--- config.mk ---
export PLATFORM = sky130hd
export DESIGN_NAME = tpp_pad_pipe
export DESIGN_NICKNAME = d
export VERILOG_FILES = /design/src/sv/tpp_pkg.sv /design/src/sv/tpp_pad_pipe.sv
export SDC_FILE = /design/constraint.sdc
export NUM_CORES = 2
export LEC_CHECK = 0
export ABC_AREA = 1
export BUFFER_PORTS_ARGS = -buffer_cell sky130_fd_sc_hd__clkbuf_2
export CAP_MARGIN = 25
export CORE_AREA = 2 2 380 382
export DETAILED_ROUTE_END_ITERATION = 8
export DIE_AREA = 0 0 382 384
export PLACE_DENSITY_LB_ADDON = 0.1
export SYNTH_ARGS = -nofsm -noshare
export SYNTH_HDL_FRONTEND = slang
export SYNTH_SLANG_ARGS = --single-unit
--- constraint.sdc ---
create_clock -name i_clk -period 8.4 [get_ports i_clk]
set_clock_uncertainty 0.05 [all_clocks]
set_input_delay 1.68 -clock i_clk [delete_from_list [all_inputs] [get_ports i_clk]]
set_output_delay 1.68 -clock i_clk [all_outputs]
set_load 0.03 [all_outputs]
--- src/sv/tpp_pkg.sv ---
// tpp_pkg: shared types, result codes and constants for the terminal padding parser
// no dependencies; imported by every module of the block
`default_nettype none

package tpp_pkg;

    localparam int MAX_DIGITS_DEF = 8;
    localparam int CFG_DATA_W     = 22;
    localparam int BAUD_W         = 22;

    // result kinds
    localparam logic [1:0] KIND_LIT  = 2'd0;
    localparam logic [1:0] KIND_PAD  = 2'd1;
    localparam logic [1:0] KIND_WAIT = 2'd2;

    // configuration register indexes
    localparam logic [2:0] CFG_USE_SLEEP   = 3'd0;
    localparam logic [2:0] CFG_XON_FLOW    = 3'd1;
    localparam logic [2:0] CFG_THR_PRESENT = 3'd2;
    localparam logic [2:0] CFG_THR_BAUD    = 3'd3;
    localparam logic [2:0] CFG_BAUD_RATE   = 3'd4;
    localparam logic [2:0] CFG_FILL_CHAR   = 3'd5;

    // ceil(2^36 / 125), exact floor(n / 125) for n below 2^29
    localparam logic [29:0] DIV125_MUL = 30'd549755814;

    typedef struct packed {
        logic [7:0]  ch;
        logic        end_of_string;
        logic        always_delay;
        logic [15:0] line_count;
    } t_in_word;

    typedef struct packed {
        logic [1:0]  kind;
        logic [7:0]  byte_res;
        logic [31:0] amount;
        logic        final_res;
    } t_out_word;

    // one result on its way from the parser to the pad count pipeline
    typedef struct packed {
        logic [1:0]  kind;
        logic [7:0]  byte_res;
        logic [31:0] value;
        logic        final_res;
    } t_item;

    typedef struct packed {
        logic       use_sleep;
        logic       normal;
        logic [7:0] fill_char;
    } t_parse_cfg;

    typedef struct packed {
        logic [12:0] baud_q;
        logic [9:0]  baud_r;
    } t_pad_cfg;

    // floor(v / 1000) as floor((v / 8) / 125) by reciprocal multiply
    function automatic logic [22:0] quot1000(input logic [31:0] v);
        logic [58:0] p;
        p = 59'(v[31:3]) * 59'(DIV125_MUL);
        return p[58:36];
    endfunction

endpackage

`default_nettype wire

--- src/sv/tpp_pad_pipe.sv ---
// tpp_pad_pipe: four stage pipeline that turns a delay value into a pad count
// depends on tpp_pkg; takes results from tpp_parser, drives the output word
`default_nettype none

module tpp_pad_pipe (
    input  wire logic              i_clk,
    input  wire logic              i_rst_n,
    input  wire logic              i_item_valid,
    input  wire tpp_pkg::t_item    i_item,
    output logic                   o_take,
    input  wire tpp_pkg::t_pad_cfg i_cfg,
    output logic                   o_valid,
    output tpp_pkg::t_out_word     o_word,
    input  wire logic              i_ready
);
    import tpp_pkg::*;

    // count = v*q + a*r + floor(b*r / 1000), baud = 1000q + r, v = 1000a + b
    logic        r_x_v, r_y_v, r_z_v, r_o_v;
    t_item       r_x_item, r_y_item, r_z_item;
    logic [44:0] r_x_vq;
    logic [22:0] r_x_a;
    logic [9:0]  r_y_b;
    logic [45:0] r_y_sum, r_z_sum;
    logic [19:0] r_z_br;
    t_out_word   r_o_word;

    logic        ld_x, ld_y, ld_z, ld_o;
    logic [44:0] x_vq;
    logic [32:0] y_ak;
    logic [32:0] y_ar;
    logic [19:0] z_br;
    logic [22:0] o_q2;
    logic [45:0] o_tot;
    logic [31:0] o_cnt;
    logic        o_keep;
    t_out_word   n_o_word;

    assign ld_o   = !r_o_v || i_ready;
    assign ld_z   = !r_z_v || ld_o;
    assign ld_y   = !r_y_v || ld_z;
    assign ld_x   = !r_x_v || ld_y;
    assign o_take = ld_x;

    always_comb begin
        x_vq  = i_item.value * i_cfg.baud_q;
        y_ak  = r_x_a * 33'd1000;
        y_ar  = r_x_a * i_cfg.baud_r;
        z_br  = r_y_b * i_cfg.baud_r;
        o_q2  = quot1000(32'(r_z_br));
        o_tot = r_z_sum + 46'(o_q2);
        o_cnt = (|o_tot[45:32]) ? 32'hFFFF_FFFF : o_tot[31:0];

        o_keep             = !((r_z_item.kind == KIND_PAD) && (o_cnt == 32'd0));
        n_o_word.kind      = r_z_item.kind;
        n_o_word.byte_res  = r_z_item.byte_res;
        n_o_word.amount    = (r_z_item.kind == KIND_PAD) ? o_cnt : r_z_item.value;
        n_o_word.final_res = r_z_item.final_res;
    end

    always_ff @(posedge i_clk) begin
        if (!i_rst_n) begin
            r_x_v <= 1'b0;
            r_y_v <= 1'b0;
            r_z_v <= 1'b0;
            r_o_v <= 1'b0;
        end else begin
            if (ld_x) r_x_v <= i_item_valid;
            if (ld_y) r_y_v <= r_x_v;
            if (ld_z) r_z_v <= r_y_v;
            if (ld_o) r_o_v <= r_z_v && o_keep;
        end
    end

    always_ff @(posedge i_clk) begin
        if (ld_x) begin
            r_x_item <= i_item;
            r_x_vq   <= x_vq;
            r_x_a    <= quot1000(i_item.value);
        end
        if (ld_y) begin
            r_y_item <= r_x_item;
            r_y_b    <= 10'(r_x_item.value - y_ak[31:0]);
            r_y_sum  <= 46'(r_x_vq) + 46'(y_ar);
        end
        if (ld_z) begin
            r_z_item <= r_y_item;
            r_z_br   <= z_br;
            r_z_sum  <= r_y_sum;
        end
        if (ld_o) begin
            r_o_word <= n_o_word;
        end
    end

    assign o_valid = r_o_v;
    assign o_word  = r_o_word;

endmodule

`default_nettype wire

# Yosys cells after proc, flatten, opt, wreduce, memory -nomap -nowiden
# Index checks and enable logic that the tools add are counted.
# W data, S select, Z words.
# totals
register_bits,366
ramBits,0
in_bits,70
rom_bits,0
output_inout_bits,45
mem_count,0
latch_bits,0
# classes
n_reduce_logical,13
n_shift,0
add_sub_neg,3
eq_ne,1
n_div,0
bitwise_logic,0
mul,6
n_lt_le_gt_ge,0
mux,2
# ops
op,n
$mux W32,2
$mul A29 B29 Y58 const B,1
$add A45 B33 Y46,1
$add A46 B11 Y46,1
$mul A17 B29 Y46 const B,1
$mul A32 B13 Y45,1
$mul A23 B10 Y33,1
$logic_not A32 Y1,1
$mul A23 B7 Y7 const B,1
$mul A10 B10 Y20,1
$reduce_or A14 Y1,1
$sub A10 B10 Y10,1
$logic_not A1 Y1,5
$logic_or A1 B1 Y1,4
$eq A2 B1 Y1 const B,1
$logic_and A1 B1 Y1,2

# Depth between registers and ports, before layout
# logic_depth
word_depth,8
mapped_depth,45

# Worst setup path before layout
# No wires, ideal clock.
# synth_path
path_kind,input-to-output
startpoint,in i_ready
endpoint,out o_take
required_ps,6670
path_stages,4
n_path_buf,0
slack_ps,-254
arrival_ps,6924
cell_sequence,nor2_1 > nand2_1 > nor2_1 > nand2_1
# synth_between
elab_chain_cells,4
# synth_rtl
item,line_no,text
start: declaration,tpp_pad_pipe.sv:14,input wire logic i_ready
$logic_or A1 B1 Y1,tpp_pad_pipe.sv:39,assign ld_o = !r_o_v || i_ready;
$logic_or A1 B1 Y1,tpp_pad_pipe.sv:40,assign ld_z = !r_z_v || ld_o;
net ld_z,tpp_pad_pipe.sv:28,"logic ld_x, ld_y, ld_z, ld_o;"
$logic_or A1 B1 Y1,tpp_pad_pipe.sv:41,assign ld_y = !r_y_v || ld_z;
$logic_or A1 B1 Y1,tpp_pad_pipe.sv:42,assign ld_x = !r_x_v || ld_y;
end: declaration,tpp_pad_pipe.sv:10,"output logic o_take,"
# The timed path passes the listed nets, and every way through them passes these cells.

==> results by group <==
Placed design
  – Port bufs: 114
  – Routability Congestion: ~0.92
  – # placed instances: 8564
  – HPWL Detailed: 145 mm

STA
  – Period minus WS final: between 7 and 8 ns
  – Transition time of the tightest slew-check pin: 0.965 ns
  – Final hold violation count: 0
  – Unrepaired setup endpoints after global routing: no
  – Relative slew slack: 35.6%
  – Fin Hold WS: 0.344 ns
  – Count of final setup violators: 0
  – Setup TNS: 0 ns
  – Final slew viol count: 0
  – Fmax: 126 MHz
  – Crit share post-route: 94.4%

Worst hold path
  – Hold WC Path Type: flop to flop
  – Hold path start: r_y_sum[38]
  – Number of instances on the worst hold path: 0
  – Hold EP: r_z_sum[38]

Cells and area
  – Area growth syn-to-layout: 8.01%
  – Nets: 8559
  – Post-Route Utilization: 44.9%
  – Ratio of cells with drive above 1 in the final layout: under 10%
  – Non-filler instance count after layout: 8653

Yosys
  – Mean area per synthesized cell: approximately 9 sq um
  – Cell Area, Synth: 0.0594 sq mm
  – Top cells by count, synth: inv_1, nand2_1, fa_1
  – Syn_nets: 8440
  – Async set or reset register ratio after synthesis: 0%
  – Unique masters post-synth: 53
  – Yosys top cell area share: between 30% and 40%
  – Post-synth EDFFs: 356
  – Count of mapped cells out of synthesis: about 6600
  – Seq/Total Area, Yosys: 18.1%
  – Register bit total from synthesis: 360
  – Biggest area consumer among synthesized cells: fa_1
  – Largest cells by area after synthesis: fa_1, edfxtp_1, ha_1
  – Synthesis warning total: 0
  – Count leader, synth: inv_1
  – Main synth FF type: edfxtp_1

Worst setup path
  – Critical Path Sink Type: flop
  – Reg-to-reg slack, setup: 0.47 ns
  – Req. time, crit path: 8.68 ns
  – CP Launch Type: flop
  – Setup Crit Path Kind: flop to flop
  – Most frequent CP cell: nand2_1
  – Worst R2R Start: r_z_br[15]
  – Worst Path Arrival: 8.21 ns
  – Max Fanout on Critical Path: 9
  – Worst-case reg-to-reg path depth: 36
  – Reg2reg end: o_word[4]
  – CP max stage delay: 0.57 ns
  – Worst path slowest cell: edfxtp_1

Global routing
  – First-pass GRT wire length: approximately 270 mm
  – Remaining global-route overflow: 0
  – GRT Total Usage: 23.8%
  – Largest net degree at the start of global routing: 68
  – Number of global-route vias before repair: 45600
  – Antenna violations before repair: 12

Floorplan
  – IO Count: 115
  – Die Wd: around 380 um
  – Die area: 0.147 sq mm
  – Rows: around 140
  – Die height: ~380 um
  – Core Region: ~0.14 sq mm
  – Starting density of the core: 41.6%

Drt
  – WL per Instance: 19.7 um
  – Vias/cell: 4.93
  – DR vias: 42700
  – DRC violations left: 0
  – Drt pass-1 iters: 5
  – Final ANT Viol Nets: 0
  – WL final: 170 mm
  – Iteration-0 DRC Markers: 2586

Clock tree
  – CTS clock-pin slew for the worst setup and hold paths: 0.06 ns
  – CTS tree: yes
  – Clock latency on the worst-skew pair: 0.60 ns
  – TritonCTS Sinks: 360
  – H-tree depth: 2
  – TritonCTS Buffers: 42
  – CTS Buffer Depth: 3
  – CTS root buf: clkbuf_16

Status
  – Status: complete, no violations

Flow run
  – Total of max-cap violations: 0
## stage by stage
stage	setup slack [ns]	cell area (sq um)
detailed placement	0.144	62600
CTS	0.140	64000
global placement	0.0971	62600
finish	0.472	64200
floorplan	0.769	59400
global route	0.00342	64200
## state kept, by name (all words and copies together) (netlist names), 7 cells and up
name	cells
o_word	43
r_z_sum	46
r_z_br	17
r_x_vq	45
r_y_item	43
r_z_item	32
n_o_word	11
r_y_sum	46
r_x_a	23
r_x_item	43
r_y_b	7
## cell families (layout without fill, tap and decap cells)
group,after synthesis,count (layout),synth area share [%]
adder cells (fa/ha/maj),1773,1773,49.9
XOR/XNOR,159,159,2.34
other,0,1,0
AND/OR/NAND/NOR,1872,1872,12.6
flip-flops,360,360,18.1
buffers and inverters,1915,2067,12.1
AO/OA/AOI/OAI,518,518,4.91
## per-layer routing
| metal | GRT usage (%) | vias to the layer above | routed length (um) |
|---|---|---|---|
| li1 | - | 20300 | - |
| met2 | 40.3 | 841 | 80100 |
| met4 | 5.58 | 10 | 4550 |
| met1 | 33.3 | 21400 | 78800 |
| met3 | 1.93 | 190 | 6710 |
| met5 | 0 | - | 62 |
## how the worst max path moves through the flow
| stage | slack (ns) | end | startpoint |
|---|---|---|---|
| after global routing | 0.003 | o_word[4] | r_z_br[8] |
| final | 0.47 | o_word[4] | r_z_br[15] |
| after detailed placement | 0.14 | r_x_a[17] | i_item[23] |
| after floorplan | 0.77 | o_take | i_ready |
| after global placement | 0.1 | r_x_a[17] | i_item[23] |
| after CTS | 0.14 | o_word[4] | r_z_br[18] |
## cell usage in the layout, fill, tap and decap left out, drive strengths merged, types with 13 or more instances in the layout
master and instances:
a21o 14, a21oi 258, a31oi 45, buf 110
clkbuf 160, clkinv 15, edfxtp 356, fa 992
ha 781, inv 1773, nand2 1334, nand3 109
nand3b 17, nand4 32, nor2 316, nor3 35
nor4 13, o21a 14, o21ai 145, xnor2 64
xor2 95
## final cells by class
class                      count  area, sq um
fill                       14200        78600
multi-input combinational   4322        41500
sequential                   360        10800
inverter                    1766         6630
tap                         1903         2380
timing repair buffer         224         1420
clock buffer                  46         1070
clock inverter                31          373
antenna                        1         2.50
## critical path, delay by kind of cell, from the launching register on
family / cells / cell delay (ns)
buf+inv: 6 / 0.61
fa+ha+maj: 8 / 3.66
flops: 1 / 0.57
simple gates: 17 / 1.85
compound gates: 4 / 0.74
xor+xnor: 1 / 0.17
## timing repair
| action | in CTS | in global routing |
|---|---|---|
| endpoints found under the hold margin | 0 | 0 |
| gates resized for setup | 0 | 19 |
| buffers inserted | 0 | 11 |
| setup endpoints to repair | 0 | 33 |
| hold buffers | 0 | 0 |
Power is not shown: default switching activity piles up to over one toggle a cycle in this logic, so the estimate is an artifact.
