==> src/sv/tpp_pkg.sv <==
// tpp_pkg: shared types, result codes and constants for the terminal padding parser
// no dependencies; imported by every module of the block
`default_nettype none

package tpp_pkg;

    localparam int MAX_DIGITS_DEF = 8;
    localparam int CFG_DATA_W     = 22;
    localparam int BAUD_W         = 22;

    // result kinds
    localparam logic [1:0] KIND_LIT  = 2'd0;
    localparam logic [1:0] KIND_PAD  = 2'd1;
    localparam logic [1:0] KIND_WAIT = 2'd2;

    // configuration register indexes
    localparam logic [2:0] CFG_USE_SLEEP   = 3'd0;
    localparam logic [2:0] CFG_XON_FLOW    = 3'd1;
    localparam logic [2:0] CFG_THR_PRESENT = 3'd2;
    localparam logic [2:0] CFG_THR_BAUD    = 3'd3;
    localparam logic [2:0] CFG_BAUD_RATE   = 3'd4;
    localparam logic [2:0] CFG_FILL_CHAR   = 3'd5;

    // ceil(2^36 / 125), exact floor(n / 125) for n below 2^29
    localparam logic [29:0] DIV125_MUL = 30'd549755814;

    typedef struct packed {
        logic [7:0]  ch;
        logic        end_of_string;
        logic        always_delay;
        logic [15:0] line_count;
    } t_in_word;

    typedef struct packed {
        logic [1:0]  kind;
        logic [7:0]  byte_res;
        logic [31:0] amount;
        logic        final_res;
    } t_out_word;

    // one result on its way from the parser to the pad count pipeline
    typedef struct packed {
        logic [1:0]  kind;
        logic [7:0]  byte_res;
        logic [31:0] value;
        logic        final_res;
    } t_item;

    typedef struct packed {
        logic       use_sleep;
        logic       normal;
        logic [7:0] fill_char;
    } t_parse_cfg;

    typedef struct packed {
        logic [12:0] baud_q;
        logic [9:0]  baud_r;
    } t_pad_cfg;

    // floor(v / 1000) as floor((v / 8) / 125) by reciprocal multiply
    function automatic logic [22:0] quot1000(input logic [31:0] v);
        logic [58:0] p;
        p = 59'(v[31:3]) * 59'(DIV125_MUL);
        return p[58:36];
    endfunction

endpackage

`default_nettype wire

==> src/sv/tpp_parser.sv <==
// tpp_parser: delay marker parser, pending character buffer and front result stage
// depends on tpp_pkg; feeds tpp_pad_pipe one result per cycle while it takes them
`default_nettype none

module tpp_parser #(
    parameter int MAX_DIGITS = tpp_pkg::MAX_DIGITS_DEF
) (
    input  wire logic                i_clk,
    input  wire logic                i_rst_n,
    input  wire logic                i_valid,
    output logic                     o_ready,
    input  wire tpp_pkg::t_in_word   i_word,
    input  wire tpp_pkg::t_parse_cfg i_cfg,
    output logic                     o_item_valid,
    output tpp_pkg::t_item           o_item,
    input  wire logic                i_item_take
);
    import tpp_pkg::*;

    localparam int BUF_DEPTH = MAX_DIGITS + 6;
    localparam int IDX_W     = $clog2(BUF_DEPTH);
    localparam int CNT_W     = $clog2(BUF_DEPTH + 2);
    localparam int DIG_W     = $clog2(MAX_DIGITS + 1);

    localparam logic [2:0] PH_IDLE   = 3'd0;
    localparam logic [2:0] PH_DOLLAR = 3'd1;
    localparam logic [2:0] PH_OPEN   = 3'd2;
    localparam logic [2:0] PH_DIGITS = 3'd3;
    localparam logic [2:0] PH_DOT    = 3'd4;
    localparam logic [2:0] PH_TENTH  = 3'd5;
    localparam logic [2:0] PH_SUFFIX = 3'd6;

    localparam logic [7:0] CH_DOLLAR = 8'h24;
    localparam logic [7:0] CH_LT     = 8'h3C;
    localparam logic [7:0] CH_GT     = 8'h3E;
    localparam logic [7:0] CH_STAR   = 8'h2A;
    localparam logic [7:0] CH_SLASH  = 8'h2F;
    localparam logic [7:0] CH_DOT    = 8'h2E;
    localparam logic [7:0] CH_ZERO   = 8'h30;
    localparam logic [7:0] CH_NINE   = 8'h39;

    localparam int SUF_STAR  = 0;
    localparam int SUF_SLASH = 1;

    // marker state
    logic [2:0]       r_phase,  n_phase;
    logic [CNT_W-1:0] r_pcount, n_pcount;
    logic [DIG_W-1:0] r_dcount, n_dcount;
    logic [31:0]      r_value,  n_value;
    logic [1:0]       r_suffix, n_suffix;
    logic             r_mand,   n_mand;
    logic [7:0]       r_pend [BUF_DEPTH];

    // front result stage
    logic             r_s1_v;
    logic             r_s1_mark;
    logic [1:0]       r_s1_kind;
    logic [31:0]      r_s1_value;
    logic [7:0]       r_s1_head;
    logic [7:0]       r_s1_tail;
    logic [CNT_W-1:0] r_s1_mid;
    logic [CNT_W-1:0] r_s1_last;
    logic [CNT_W-1:0] r_s1_pos;

    logic             accept;
    logic             s1_last;
    logic             is_dig;
    logic [3:0]       dval;
    logic [35:0]      t10;
    logic [35:0]      t10d;
    logic [32:0]      tten;
    logic [47:0]      tstar;
    logic [31:0]      v10;
    logic [31:0]      vdig;
    logic [31:0]      vten;
    logic [31:0]      vstar;
    logic             marker;
    logic             cont;
    logic             do_push;
    logic             tail_chk;
    logic             fin;
    logic             start;
    logic             eos_flush;
    logic             lits;
    logic             tail;
    logic             honor;
    logic [CNT_W-1:0] mid;
    logic             wr_en;
    logic [IDX_W-1:0] wr_idx;

    // saturating value updates
    always_comb begin
        is_dig = (i_word.ch >= CH_ZERO) && (i_word.ch <= CH_NINE);
        dval   = i_word.ch[3:0];
        t10    = {1'b0, r_value, 3'b000} + {3'b000, r_value, 1'b0};
        t10d   = t10 + {32'd0, dval};
        tten   = {1'b0, r_value} + {29'd0, dval};
        tstar  = r_value * i_word.line_count;
        v10    = (|t10[35:32])    ? 32'hFFFF_FFFF : t10[31:0];
        vdig   = (|t10d[35:32])   ? 32'hFFFF_FFFF : t10d[31:0];
        vten   = tten[32]         ? 32'hFFFF_FFFF : tten[31:0];
        vstar  = (|tstar[47:32])  ? 32'hFFFF_FFFF : tstar[31:0];
    end

    // next marker state for the word on the input
    always_comb begin
        n_phase  = r_phase;
        n_pcount = r_pcount;
        n_dcount = r_dcount;
        n_value  = r_value;
        n_suffix = r_suffix;
        n_mand   = r_mand;
        cont     = 1'b0;
        do_push  = 1'b0;
        tail_chk = 1'b0;
        fin      = 1'b0;
        marker   = (r_phase != PH_IDLE) && (r_phase <= PH_SUFFIX);

        unique case (r_phase)
            PH_DOLLAR: begin
                if (i_word.ch == CH_LT) begin
                    cont    = 1'b1;
                    do_push = 1'b1;
                    n_phase = PH_OPEN;
                end
            end
            PH_OPEN, PH_DIGITS: begin
                if (is_dig) begin
                    if (r_dcount < DIG_W'(MAX_DIGITS)) begin
                        cont     = 1'b1;
                        do_push  = 1'b1;
                        n_dcount = r_dcount + 1'b1;
                        n_value  = vdig;
                        n_phase  = PH_DIGITS;
                    end
                end else if (r_phase == PH_DIGITS) begin
                    if (i_word.ch == CH_DOT) begin
                        cont    = 1'b1;
                        do_push = 1'b1;
                        n_value = v10;
                        n_phase = PH_DOT;
                    end else begin
                        tail_chk = 1'b1;
                    end
                end
            end
            PH_DOT: begin
                if (is_dig) begin
                    cont    = 1'b1;
                    do_push = 1'b1;
                    n_value = vten;
                    n_phase = PH_TENTH;
                end
            end
            PH_TENTH, PH_SUFFIX: begin
                tail_chk = 1'b1;
            end
            default: ;
        endcase

        if (tail_chk) begin
            priority if (i_word.ch == CH_GT) begin
                cont     = 1'b1;
                fin      = 1'b1;
                n_phase  = PH_IDLE;
                n_pcount = '0;
                n_mand   = r_mand | r_suffix[SUF_SLASH];
            end else if (i_word.ch == CH_STAR && !r_suffix[SUF_STAR]) begin
                cont               = 1'b1;
                do_push            = 1'b1;
                n_suffix[SUF_STAR] = 1'b1;
                n_value            = vstar;
                n_phase            = PH_SUFFIX;
            end else if (i_word.ch == CH_SLASH && !r_suffix[SUF_SLASH]) begin
                cont                = 1'b1;
                do_push             = 1'b1;
                n_suffix[SUF_SLASH] = 1'b1;
                n_phase             = PH_SUFFIX;
            end else begin
                cont = 1'b0;
            end
        end

        if (do_push && (r_pcount < CNT_W'(BUF_DEPTH))) begin
            n_pcount = r_pcount + 1'b1;
        end

        // character not taken by a marker: start a new one or pass it on
        start = (i_word.ch == CH_DOLLAR) && (!marker || !cont);
        if (!marker || !cont) begin
            if (start) begin
                n_phase  = PH_DOLLAR;
                n_pcount = CNT_W'(1);
                n_dcount = '0;
                n_value  = '0;
                n_suffix = '0;
            end else begin
                n_phase  = PH_IDLE;
                n_pcount = '0;
            end
        end

        eos_flush = i_word.end_of_string && (n_phase != PH_IDLE);
        if (i_word.end_of_string) begin
            n_phase  = PH_IDLE;
            n_pcount = '0;
            n_mand   = 1'b0;
        end

        lits  = marker ? (!cont || eos_flush) : (!start || eos_flush);
        tail  = marker && (cont ? eos_flush : (!start || eos_flush));
        mid   = marker ? CNT_W'(r_pcount - 1'b1) : '0;
        honor = fin && (r_value != 32'd0) &&
                (i_word.always_delay || i_cfg.normal || r_mand || r_suffix[SUF_SLASH]);

        wr_en  = accept && (start || (do_push && (r_pcount < CNT_W'(BUF_DEPTH))));
        wr_idx = start ? '0 : r_pcount[IDX_W-1:0];
    end

    assign s1_last = r_s1_mark || (r_s1_pos == r_s1_last);
    assign o_ready = !r_s1_v || (i_item_take && s1_last);
    assign accept  = i_valid && o_ready;

    always_ff @(posedge i_clk) begin
        if (!i_rst_n) begin
            r_phase  <= PH_IDLE;
            r_pcount <= '0;
            r_dcount <= '0;
            r_value  <= '0;
            r_suffix <= '0;
            r_mand   <= 1'b0;
            r_s1_v   <= 1'b0;
        end else begin
            if (accept) begin
                r_phase  <= n_phase;
                r_pcount <= n_pcount;
                r_dcount <= n_dcount;
                r_value  <= n_value;
                r_suffix <= n_suffix;
                r_mand   <= n_mand;
                r_s1_v   <= lits || honor;
            end else if (r_s1_v && i_item_take && s1_last) begin
                r_s1_v <= 1'b0;
            end
        end
    end

    always_ff @(posedge i_clk) begin
        if (wr_en) begin
            r_pend[wr_idx] <= i_word.ch;
        end
        if (accept) begin
            r_s1_mark  <= !lits;
            r_s1_kind  <= i_cfg.use_sleep ? KIND_WAIT : KIND_PAD;
            r_s1_value <= r_value;
            r_s1_head  <= marker ? r_pend[0] : i_word.ch;
            r_s1_tail  <= i_word.ch;
            r_s1_mid   <= mid;
            r_s1_last  <= mid + CNT_W'(tail);
            r_s1_pos   <= '0;
        end else if (r_s1_v && i_item_take) begin
            r_s1_pos <= r_s1_pos + 1'b1;
        end
    end

    // current result of the front stage
    always_comb begin
        o_item = '0;
        if (r_s1_mark) begin
            o_item.kind      = r_s1_kind;
            o_item.byte_res  = (r_s1_kind == KIND_PAD) ? i_cfg.fill_char : 8'd0;
            o_item.value     = r_s1_value;
            o_item.final_res = 1'b1;
        end else begin
            o_item.kind      = KIND_LIT;
            o_item.value     = '0;
            o_item.final_res = (r_s1_pos == r_s1_last);
            priority if (r_s1_pos == '0) begin
                o_item.byte_res = r_s1_head;
            end else if (r_s1_pos <= r_s1_mid) begin
                o_item.byte_res = r_pend[r_s1_pos[IDX_W-1:0]];
            end else begin
                o_item.byte_res = r_s1_tail;
            end
        end
    end

    assign o_item_valid = r_s1_v;

endmodule

`default_nettype wire

==> config.mk <==
export PLATFORM = sky130hd
export DESIGN_NAME = tpp_parser
export DESIGN_NICKNAME = d
export VERILOG_FILES = /design/src/sv/tpp_pkg.sv /design/src/sv/tpp_parser.sv
export SDC_FILE = /design/constraint.sdc
export NUM_CORES = 2
export LEC_CHECK = 0
export ABC_AREA = 1
export BUFFER_PORTS_ARGS = -buffer_cell sky130_fd_sc_hd__buf_2
export CAP_MARGIN = 0
export CORE_UTILIZATION = 31
export DETAILED_ROUTE_END_ITERATION = 8
export HOLD_SLACK_MARGIN = 0.15
export PLACE_DENSITY_LB_ADDON = 0.1
export SLEW_MARGIN = 5
export SYNTH_ARGS = -nofsm -noshare
export SYNTH_HDL_FRONTEND = slang
export SYNTH_SLANG_ARGS = --single-unit
export TNS_END_PERCENT = 1
==> constraint.sdc <==
create_clock -name i_clk -period 9.3 [get_ports i_clk]
set_input_delay 1.86 -clock i_clk [delete_from_list [all_inputs] [get_ports i_clk]]
set_output_delay 1.86 -clock i_clk [all_outputs]
set_load 0.03 [all_outputs]
# [Yosys cells after proc, flatten, opt, wreduce, memory -nomap -nowiden]
# Memories as Yosys holds them, arrays and structs flattened. A register that Yosys moved wholly into a read port is not among the register bits.
# Index checks and enable logic that the tools add are counted.
[word_totals] ff_bits=110 mem_bits_rw=112 in_bits=40 output_inout_bits=45 wordCells=181 mem_count=1
[op_classes] add_sub_neg=8 multipliers=1 magnitude_cmp=6 n_eq_ne=14 mux=87 bitwise=1 n_reduce_logical=48
[memory_table] name="r_pend" depth=14 word_bits=8 rd=2 rd_ports_with_merged_regs=1 write_ports=1 line="tpp_parser.sv:52" source="logic [7:0] r_pend [BUF_DEPTH];"
[op_table] operator="$mux 32" n=14
[op_table] operator="$pmux 32 s2" n=1
[op_table] operator="$mux 4" n=14
[op_table] operator="$eq 8x6->1 const B" n=6
[op_table] operator="$mul 32x16->48" n=1
[op_table] operator="$mux 43" n=1
[op_table] operator="$add 35x33->36" n=1
[op_table] operator="$add 36x4->36" n=1
[op_table] operator="$mux 3" n=12
[op_table] operator="$add 32x4->33" n=1
[op_table] operator="$mux 1" n=33
[op_table] operator="$mux 8" n=4
[op_table] operator="$reduce_bool 32->1" n=1
[op_table] operator="$reduce_or 16->1" n=1
[op_table] operator="$logic_and 1x1->1" n=15
[op_table] operator="$add 4x1->4 const B" n=3
[op_table] operator="$logic_or 1x1->1" n=10
[op_table] operator="$mux 2" n=5
[op_table] operator="$eq 3x3->1 const B" n=3
[op_table] operator="$pmux 3 s3" n=1
[op_table] operator="$ge 8x6->1 const B" n=1
[op_table] operator="$le 8x6->1 const B" n=1
[op_table] operator="$lt 4x4->1 const B" n=2
[op_table] operator="$reduce_bool 4->1" n=2
[op_table] operator="other kinds (18)" n=31

# [Depth between registers and ports, before layout]
[logic_depth] ltp_word=17 depth_mapped=36

# [Worst setup path before layout]
# OpenSTA, ideal clock, no wires.
[synth_timing] kind="input-to-reg" start="input port i_word[7] in the netlist's numbering" end="register r_value[26]" setup_time_ns=0.135 t_arrival_ns=7.763 t_required_ns=9.165 setup_slack_ns=1.402 path_stages=32 path_buffers=2 path_cell_list="clkbuf_1 -> nand2_1 -> fa_1 -> inv_1 -> fa_1 -> inv_1 -> fa_1 -> inv_1 -> fa_1 -> fa_1 -> inv_1 -> fa_1 -> inv_1 -> ha_1 -> a21o_1 -> a21boi_0 -> nor2_1 -> o21ai_0 -> nand2_1 -> a21oi_1 -> o21ai_1 -> nand2_1 -> nand3_1 -> a21oi_1 -> nand3_1 -> nor2_1 -> nand3_2 -> buf_2 -> nor2_1 -> nor2_1 -> nand2_1 -> a21oi_1"
[synth_via] elab_chain_len=8
[synth_rtl] element="start: declaration" line="tpp_parser.sv:12" source="input wire tpp_pkg::t_in_word i_word,"
[synth_rtl] element="$mul 32x16->48 *" line="tpp_parser.sv:98" source="tstar = r_value * i_word.line_count;"
[synth_rtl] element="$reduce_or 16->1" line="tpp_parser.sv:102" source="vstar = (|tstar[47:32]) ? 32'hFFFF_FFFF : tstar[31:0];"
[synth_rtl] element="$mux 32 *" line="tpp_parser.sv:102"
[synth_rtl] element="$mux 32 *" line="tpp_parser.sv:168" source="end else if (i_word.ch == CH_STAR && !r_suffix[SUF_STAR]) begin"
[synth_rtl] element="$mux 32 *" line="tpp_parser.sv:162" source="priority if (i_word.ch == CH_GT) begin"
[synth_rtl] element="$mux 32 *" line="tpp_parser.sv:161" source="if (tail_chk) begin"
[synth_rtl] element="$mux 32" line="tpp_parser.sv:191" source="if (start) begin"
[synth_rtl] element="$mux 32 *" line="tpp_parser.sv:190" source="if (!marker || !cont) begin"
[synth_rtl] element="end signal: assignment" line="tpp_parser.sv:238" source="r_value <= n_value;"
[synth_rtl] element="end: declaration" line="tpp_parser.sv:49" source="logic [31:0] r_value, n_value;"
# Mark *: on every way between the ends. The rest lies on a longest branch, timed or not.
# A chain may end at the register's enable or synchronous reset.

# [Worst setup path in the final report]
[layout_timing] start="input port i_word[1] in the netlist's numbering" end="register r_value[25]"
# Same word-level chain as after synthesis.

==> run metrics <==
final setup fails 0; Yosys reg bits 226; post-synth top area share 24.7%; antenna-violating nets left 0; Seq/Total Area, Yosys 18.3%; synthesized instance count 4807; Synthesized Nets 5436; mapped cell area 34200 um^2; Post-synth top flop edfxtp_1; initial antenna violation count 1; Worst-Skew Late Latency 0.59 ns; fin util 34.0%; kind of cell adding the most delay to the critical path adder cells; H-tree levels 1; max incr delay on CP 0.64 ns; peak supply drop 0.0000976 V; syn_area_per_cell 7.11 um^2; post-CTS setup repair buffer count 0; vias per cell 4.69; drt initial violations 1534; unrepaired setup endpoints after global routing no; Core Box Area 109000 um^2; Fin Setup TNS 0 ns; IO Pins 85; fmax 118 MHz; final clock skew 0.0388 ns; Placer Congestion 0.880; Slew HR 15.9%; number of synthesized flops with an enable pin 171; critical path launch point type primary input; Num CTS Buffers 25; Die Span Y 334 um; Die Width 334 um; most common cell after layout, fill and taps aside nand2_1; CP Class in2reg; WP buf/inv 6; leakage power 19.7 nW; Max clock buf depth 3; Post-Layout Inst Area 37000 um^2; share of flip-flops with an asynchronous set or reset 0%; max_cap viols 0; first-pass GRT wire length 178000 um; crit path max-delay cell type buf_2; Root Driver clkbuf_16; Crit path required time 9.77 ns; Avg WL per Cell 18.1 um; CTS resizes 0; row count 121; Port Buffers 84; post-layout min period 8.47 ns; setup ws final 0.831 ns; Ys Warns 0; Final HPWL DP 89500 um; PD cells 64.7 nW/um^2; crit-path max FO 32; largest net degree at the start of global routing 69; CTS Hold Bufs 0; WP data arrival 8.93 ns; Worst Setup End Kind flip-flop; clock transition at the registers of the reported paths 0.06 ns; DR DRC count 0; Sink Count 226; vias in the first global route 30.2k; Hold Crit Class reg2reg; largest cells by area after synthesis fa_1 (25%), nand2_1 (16%), edfxtp_1 (15%), inv_1 (12%), ha_1 (6.2%); most frequent cells in the layout nand2_1 (1453), inv_1 (1102), fa_1 (421); final period utilization 91.1%; drt first pass iters 5; Layout area overhead 8.43%; status completed; max-slew violations 0; layout net count 5438; Die Area 112000 um^2; grt ovf 0; Post-Route WL 113000 um; DP Worst Slack 0.207 ns; measured slew at the worst slew-check pin 1.26 ns; placed instance area 36200 um^2; Overall Global Routing Usage 20.5%; largest area contributor in the netlist fa_1; final hold viol count 0; TritonCTS clock tree done; Initial Utilization 31.3%; library cells used by synthesis 59; share of cells above drive strength 1 7.19%; via count 29.3k
==> kinds of logic (layout without fill, tap and decap cells) <==
logic type | Yosys count | after routing | synth area share (%)
other | 0 | 1 | 0
buffers and inverters | 1323 | 1343 | 14.9
AOI/OAI and AO/OA | 442 | 442 | 7.45
DFF | 226 | 226 | 18.3
xor gates and xnor gates | 86 | 86 | 2.21
adders and majority gates | 589 | 589 | 30.8
and+or+nand+nor | 2141 | 2141 | 26.4
==> synthesized netlist by cell type, drive strengths merged, types with 3 or more instances <==
| cell type | instances |
|---|---|
| nand2 | 1484 |
| inv | 1122 |
| fa | 421 |
| nor2 | 345 |
| nand3 | 204 |
| edfxtp | 171 |
| ha | 168 |
| o21ai | 164 |
| a21oi | 150 |
| clkbuf | 146 |
| xor2 | 61 |
| dfxtp | 55 |
| buf | 50 |
| nor3 | 40 |
| o211ai | 39 |
| nand4 | 38 |
| xnor2 | 25 |
| nor4 | 16 |
| o22ai | 16 |
| a31oi | 15 |
| o221ai | 12 |
| o31ai | 9 |
| o21bai | 7 |
| a211oi | 6 |
| o21a | 6 |
| or2 | 6 |
| clkinv | 5 |
| a21boi | 4 |
| a21o | 4 |
| o311ai | 4 |
| and2 | 3 |
==> metrics by stage <==
| stage | total power [mW] | hold slack [ns] | std cells |
|---|---|---|---|
| global route | 2.48 | 0.519 | 6241 |
| floorplan | 1.29 | 0.432 | 4807 |
| detailed placement | 1.41 | 0.495 | 6196 |
| global placement | 1.41 | 0.500 | 6196 |
| CTS | 2.43 | 0.505 | 6241 |
| finish | 2.40 | 0.513 | 6242 |
==> registers in the layout, indices dropped and copies added, names as in the netlist, 2 cells and up, named ones only <==
name        cells
r_pend        112
r_s1_value     32
r_value        32
r_s1_head       8
r_s1_tail       8
r_dcount        4
r_pcount        4
r_s1_last       4
r_s1_mid        4
r_s1_pos        4
r_phase         3
r_s1_kind       2
r_suffix        2
==> area by class of cell <==
| cell class | count | area (um^2) |
|---|---|---|
| antenna | 1 | 2.50 |
| sequential | 226 | 6240 |
| fill | 12062 | 72000 |
| tap | 1414 | 1770 |
| clock buffer | 35 | 714 |
| clock inverter | 10 | 97.6 |
| timing repair buffer | 171 | 1120 |
| multi-input combinational | 3258 | 22900 |
| inverter | 1127 | 4230 |
==> tightest hold or removal path, stage by stage, from the launching register on <==
cell	delay, ns
dfxtp_1	0.35
inv_1	0.06
a21oi_1	0.05
==> layer usage <==
| metal | routed length, um | part of all wire, % | GRT usage, % | vias to the layer above |
|---|---|---|---|---|
| met3 | 4630 | 4.1 | 1.72 | 102 |
| li1 | - | - | - | 14460 |
| met5 | 0 | 0 | 0 | - |
| met4 | 2260 | 2.0 | 4.27 | 0 |
| met2 | 52500 | 46 | 34.6 | 576 |
| met1 | 53700 | 47 | 28.6 | 14167 |
==> path summary, 6_finish.rpt <==
| path | startpoint | to | slack, ns | cells past startpoint |
|---|---|---|---|---|
| max reg2reg | r_value[17] | r_value[25] | 1.55 | 28 |
| max | i_word[1] | r_value[25] | 0.83 | 29 |
| min reg2reg | r_suffix[1] | r_suffix[1] | 0.51 | 2 |
| min | r_suffix[1] | r_suffix[1] | 0.51 | 2 |
==> power by group <==
part | total [mW] | switching, mW | internal [mW]
combinational | 0.275 | 0.211 | 0.0638
sequential | 1.11 | 0.00651 | 1.10
clock | 1.02 | 0.447 | 0.568
Note: power is estimated with default switching activity, not from simulation.
